$ cat src/rtl/bpol_ram.sv
// ----------------------------------------------------------------------------
// bpol_ram
// Simple dual-port RAM: one write port, one read port with registered data.
// ----------------------------------------------------------------------------
module bpol_ram #(
   parameter int WIDTH = 32,
   parameter int DEPTH = 64
) (
   input  logic                     clock,
   input  logic                     wr_en,
   input  logic [$clog2(DEPTH)-1:0] wr_addr,
   input  logic [WIDTH-1:0]         wr_data,
   input  logic [$clog2(DEPTH)-1:0] rd_addr,
   output logic [WIDTH-1:0]         rd_data
);
   logic [WIDTH-1:0] mem_ff [DEPTH];

   always_ff @(posedge clock) begin
      if (wr_en) begin
         mem_ff[wr_addr] <= wr_data;
      end
      rd_data <= mem_ff[rd_addr];
   end
endmodule

$ cat config.mk
export PLATFORM = sky130hd
export DESIGN_NAME = bpol_ram
export DESIGN_NICKNAME = d
export VERILOG_FILES = /design/src/rtl/bpol_ram.sv
export SDC_FILE = /design/constraint.sdc
export NUM_CORES = 2
export LEC_CHECK = 0
export BUFFER_PORTS_ARGS = -buffer_cell sky130_fd_sc_hd__buf_2
export CAP_MARGIN = 0
export CORE_AREA = 2 2 588 590
export DETAILED_ROUTE_END_ITERATION = 16
export DIE_AREA = 0 0 590 592
export GPL_TIMING_DRIVEN = 0
export SLEW_MARGIN = 20
export SYNTH_ARGS = -nofsm -noshare
export SYNTH_HDL_FRONTEND = slang
export SYNTH_SLANG_ARGS = --single-unit
$ cat constraint.sdc
create_clock -name clock -period 5.05 [get_ports clock]
set_input_delay 1.01 -clock clock [delete_from_list [all_inputs] [get_ports clock]]
set_output_delay 1.01 -clock clock [all_outputs]
set_load 0.02 [all_outputs]
### Word level (Yosys, flattened, before mapping)

Memories as Yosys holds them, arrays and structs flattened. A register that Yosys moved wholly into a read port is not among the register bits.
Cells that the tools add are included.

* output and inout port bits: 32
* memories kept: 1
* bits in writable memories: 2048
* input bits: 46
* flip-flop bits (word level): 0

Memory list
* mem_ff: depth 64, width 32, read ports 1, clocked after Yosys merged registers in 1, write ports 1, RTL line 16 `logic [WIDTH-1:0] mem_ff [DEPTH];`

* multiplexer cells: 2

Operator list (count)
* 1-bit 2-to-1 mux: 2

### Longest topological paths before layout

* depth after elaboration: 2
* mapped depth: 10
* depth with buffers taken out: 5

### Worst setup path before layout

OpenSTA, ideal clock, no wires.

* kind: input to register
* start point: input port wr_addr[3]
* end point: memory mem_ff[48][0], enable pin
* library setup time: 0.461 ns
* data arrival time: 3.709 ns
* cell stages on the path: 4
* slack: 0.880 ns
* required time: 4.589 ns
* path through: clkbuf_1 -> nor2b_1 -> nand4b_1 -> nor3_1

RTL lines
* start, declared: RTL line 11 `input logic [$clog2(DEPTH)-1:0] wr_addr,`
* end, declared: RTL line 16

Straight into the memory's write port.

==> run_results.csv <==
group,metric,value,unit
synthesis,synthSimpleGateAreaFrac,0.0127,
synthesis,yosysWarnings,0,
power_and_ir_drop,power,36.0,mW
worst_setup_path,r2r_cells,5,
route,drt_iter0_markers,6474,
clock_tree,path_clk_slew,0.06,ns
route,wl_per_cell,29.3,um
placed_design,io_buffer_count,69,
timing,timing.fmax,196,MHz
worst_setup_path,critPathKind,"in -> reg",
placed_design,place_area,88300,um^2
power_and_ir_drop,power_density,380,nW/um^2
placed_design,dp_hpwl,164000,um
synthesis,synth.distinct_cells,34,
die,die_w,590,um
clock_tree,cts_buffer_depth,4,
timing,clock_skew,0.118,ns
route,vias,39700,
synthesis,synth_area_leaders,"edfxtp_1, mux4_2, mux2i_1, dfxtp_1, o22ai_1",
layout,fillerInstances,33200,
die,row_count,215,
clock_tree,cts.sink_count,2080,
hold_path,hold_class,"in -> reg",
clock_tree,post_cts_resized,0,
worst_setup_path,critPathArrivalTime,5.69,ns
synthesis,synth_compound_area_frac,0.0167,
synthesis,ys_ff_latch,2080,
die,ios,78,
worst_setup_path,end_kind,"flop",
job,cap_violations,0,
timing,slew-limit-headroom,0.181,
route,firstDrtPassIters,8,
timing,drv_slew,0,
timing,setup_ws,-0.0498,ns
clock_tree,cts_buffers,205,
synthesis,async_flop_share,0,
timing,finalCriticalPeriod,5.10,ns
timing,final-setup-viol-count,1,
die,die_area,349000,um^2
clock_tree,cts_tree,"done",
synthesis,synth_largest_area_cell,"edfxtp_1",
status,violations,"setup timing",
power_and_ir_drop,p_leak,28.6,nW
synthesis,syn_area,78500,um^2
placed_design,place.gp.congestion,0.830,
route,via_per_inst,4.69,
worst_setup_path,critPathMaxFanout,19,
synthesis,synthCells,3324,
die,start_util,0.229,
status,outcome,"finished, violations left",
hold_path,hold_depth,1,
synthesis,synthAdderAreaFrac,0,
hold_path,hold_end,"mem_ff[6][17]",
timing,grt_setup_unrepaired,"false",
worst_setup_path,reg2reg_to,"rd_data[2]",
global_route,antenna_found_initial,40,
power_and_ir_drop,comb_power_share,0.058,
synthesis,ys_seq_area_frac,0.791,
global_route,grt_max_degree,65,
route,drtAntennaViolNets,0,
timing,finalHoldViolations,0,
worst_setup_path,r2r_start,"mem_ff[63][2]",
placed_design,post-place-ws,-0.742,ns
power_and_ir_drop,switchingPower,8.01,mW
global_route,grt_pass1_wl,331000,um
die,core_area,342000,um^2
clock_tree,cts_hold_buffers,0,
timing,tightestPinTransition,1.23,ns
global_route,grt_use_total,0.138,
synthesis,synth_fp_nets,3370,
placed_design,place_inst,8083,
worst_setup_path,worstPathRequired,5.64,ns
hold_path,hold_start,"wr_data[17]",
clock_tree,clk-insertion-delay-late,0.90,ns
global_route,first_global_vias,38800,
power_and_ir_drop,switching_share,0.222,
synthesis,synth_edf_count,2048,
synthesis,yosys_most_used_dff,"edfxtp_1",
timing,min_period_over_period,1.01,
synthesis,synth.avg_cell_area,23.6,um^2
worst_setup_path,ff2ff_setup_slack,2.23,ns
synthesis,yosysMostFrequentCell,"edfxtp_1",
route,drc_errors,0,
synthesis,synthXorXnorAreaFrac,0,
power_and_ir_drop,peakVddDrop,279,uV
route,routed_wl,248000,um
power_and_ir_drop,clkPwrFrac,0.411,
layout,num-nets-final,3778,
synthesis,synth_mux_area_frac,0.168,
worst_setup_path,startpoint_type,"primary input",
layout,instances_no_fill,8459,
layout,finalInstanceArea,94700,um^2
die,die_y,592,um
clock_tree,root_buffer,"clkbuf_16",
layout,drive_gt1_frac,0.308,
synthesis,synth_top_area_share,0.783,
global_route,grt-ovfl-total,0,
synthesis,synth_top_family_by_area,"multiplexers",
power_and_ir_drop,intPower,28.0,mW
clock_tree,htreeDepth,4,
synthesis,synth_common_cells,"edfxtp_1, mux4_2, nor2_1, mux2i_1, o22ai_1",
power_and_ir_drop,power.share.sequential,0.531,
layout,areaGrowthSynthToFinish,20.7,%
==> sequential cells by signal, summed over array words and instances (netlist names) <==
| register | flops |
|---|---|
| rd_data | 32 |
| mem_ff | 2048 |
==> worst max-delay path, stage by stage <==
cell	delay, ns
buf_2	0.47
buf_2	0.51
buf_2	0.72
nand2_1	0.78
clkbuf_1	0.52
o22ai_1	0.26
nor2_1	0.22
a21oi_1	0.85
nor2_1	0.27
==> cell type report <==
| cell class | instances | area, um^2 | area share |
|---|---|---|---|
| Buffer | 181 | 910 | 0.00960 |
| Clock inverter | 111 | 1000 | 0.0106 |
| Antenna cell | 17 | 42.5 | 0.000449 |
| Multi-Input combinational cell | 1062 | 16000 | 0.169 |
| Clock buffer | 249 | 5360 | 0.0566 |
| Tap cell | 4557 | 5700 | 0.0602 |
| Sequential cell | 2080 | 62100 | 0.656 |
| Timing Repair Buffer | 202 | 3630 | 0.0383 |
==> power by group through the flow <==
stage | logic, mW | clock network [mW] | registers (mW)
finish | 2.08 | 14.8 | 19.2
detailed placement | 2.06 | 0 | 19.5
global placement | 1.97 | 0 | 19.5
floorplan | 0.929 | 0 | 19.6
global route | 2.14 | 15.6 | 19.2
CTS | 2.07 | 15.0 | 19.2
==> timing repair <==
action / in CTS / in global routing
endpoints found under the setup margin: 0 / 1
buffers inserted: 0 / 0
hold endpoints to repair: 0 / 0
==> worst max-delay path by stage <==
stage | from | end | cells past startpoint
global placement | wr_addr[3] | mem_ff[48][9] | 4
global route | rd_addr[1] | rd_data[19] | 9
CTS | rd_addr[1] | rd_data[15] | 9
detailed placement | rd_addr[1] | rd_data[19] | 9
finish | rd_addr[1] | rd_data[15] | 9
floorplan | wr_addr[3] | mem_ff[48][0] | 4
==> stage by stage <==
stage	hold WS [ns]	util	TNS, ns
2_1_floorplan	0.663	-	0
3_3_place_gp	0.994	0.247	-1776.08
3_5_place_dp	0.983	0.258	-3.09
4_1_cts	0.692	0.276	0
5_1_grt	0.664	0.277	0
6_report	0.675	0.277	-0.0498
==> layer usage <==
layer	vias up	track usage	share of wire
met1	21400	0.173	0.36
met5	-	0	0.00036
met4	14	0.0706	0.058
li1	15100	-	-
met2	2643	0.223	0.47
met3	567	0.0329	0.11
==> cell usage in the layout (no fill, tap or decap), types with 64 or more instances in the layout <==
cell type | synthesis | final
clkbuf_16 | 0 | 208
mux4_2 | 544 | 544
buf_2 | 57 | 95
nor2_1 | 137 | 75
o22ai_1 | 84 | 84
mux2i_1 | 93 | 93
edfxtp_1 | 2048 | 2048
clkbuf_1 | 74 | 95
buf_16 | 0 | 89
buf_4 | 25 | 64
==> logic make-up after synthesis <==
logic type	count (synthesis)
buffers and inverters	182
DFF	2080
and+or+nand+nor	223
muxes	637
AOI/OAI and AO/OA	202
Power figures use the tool's default switching activity.
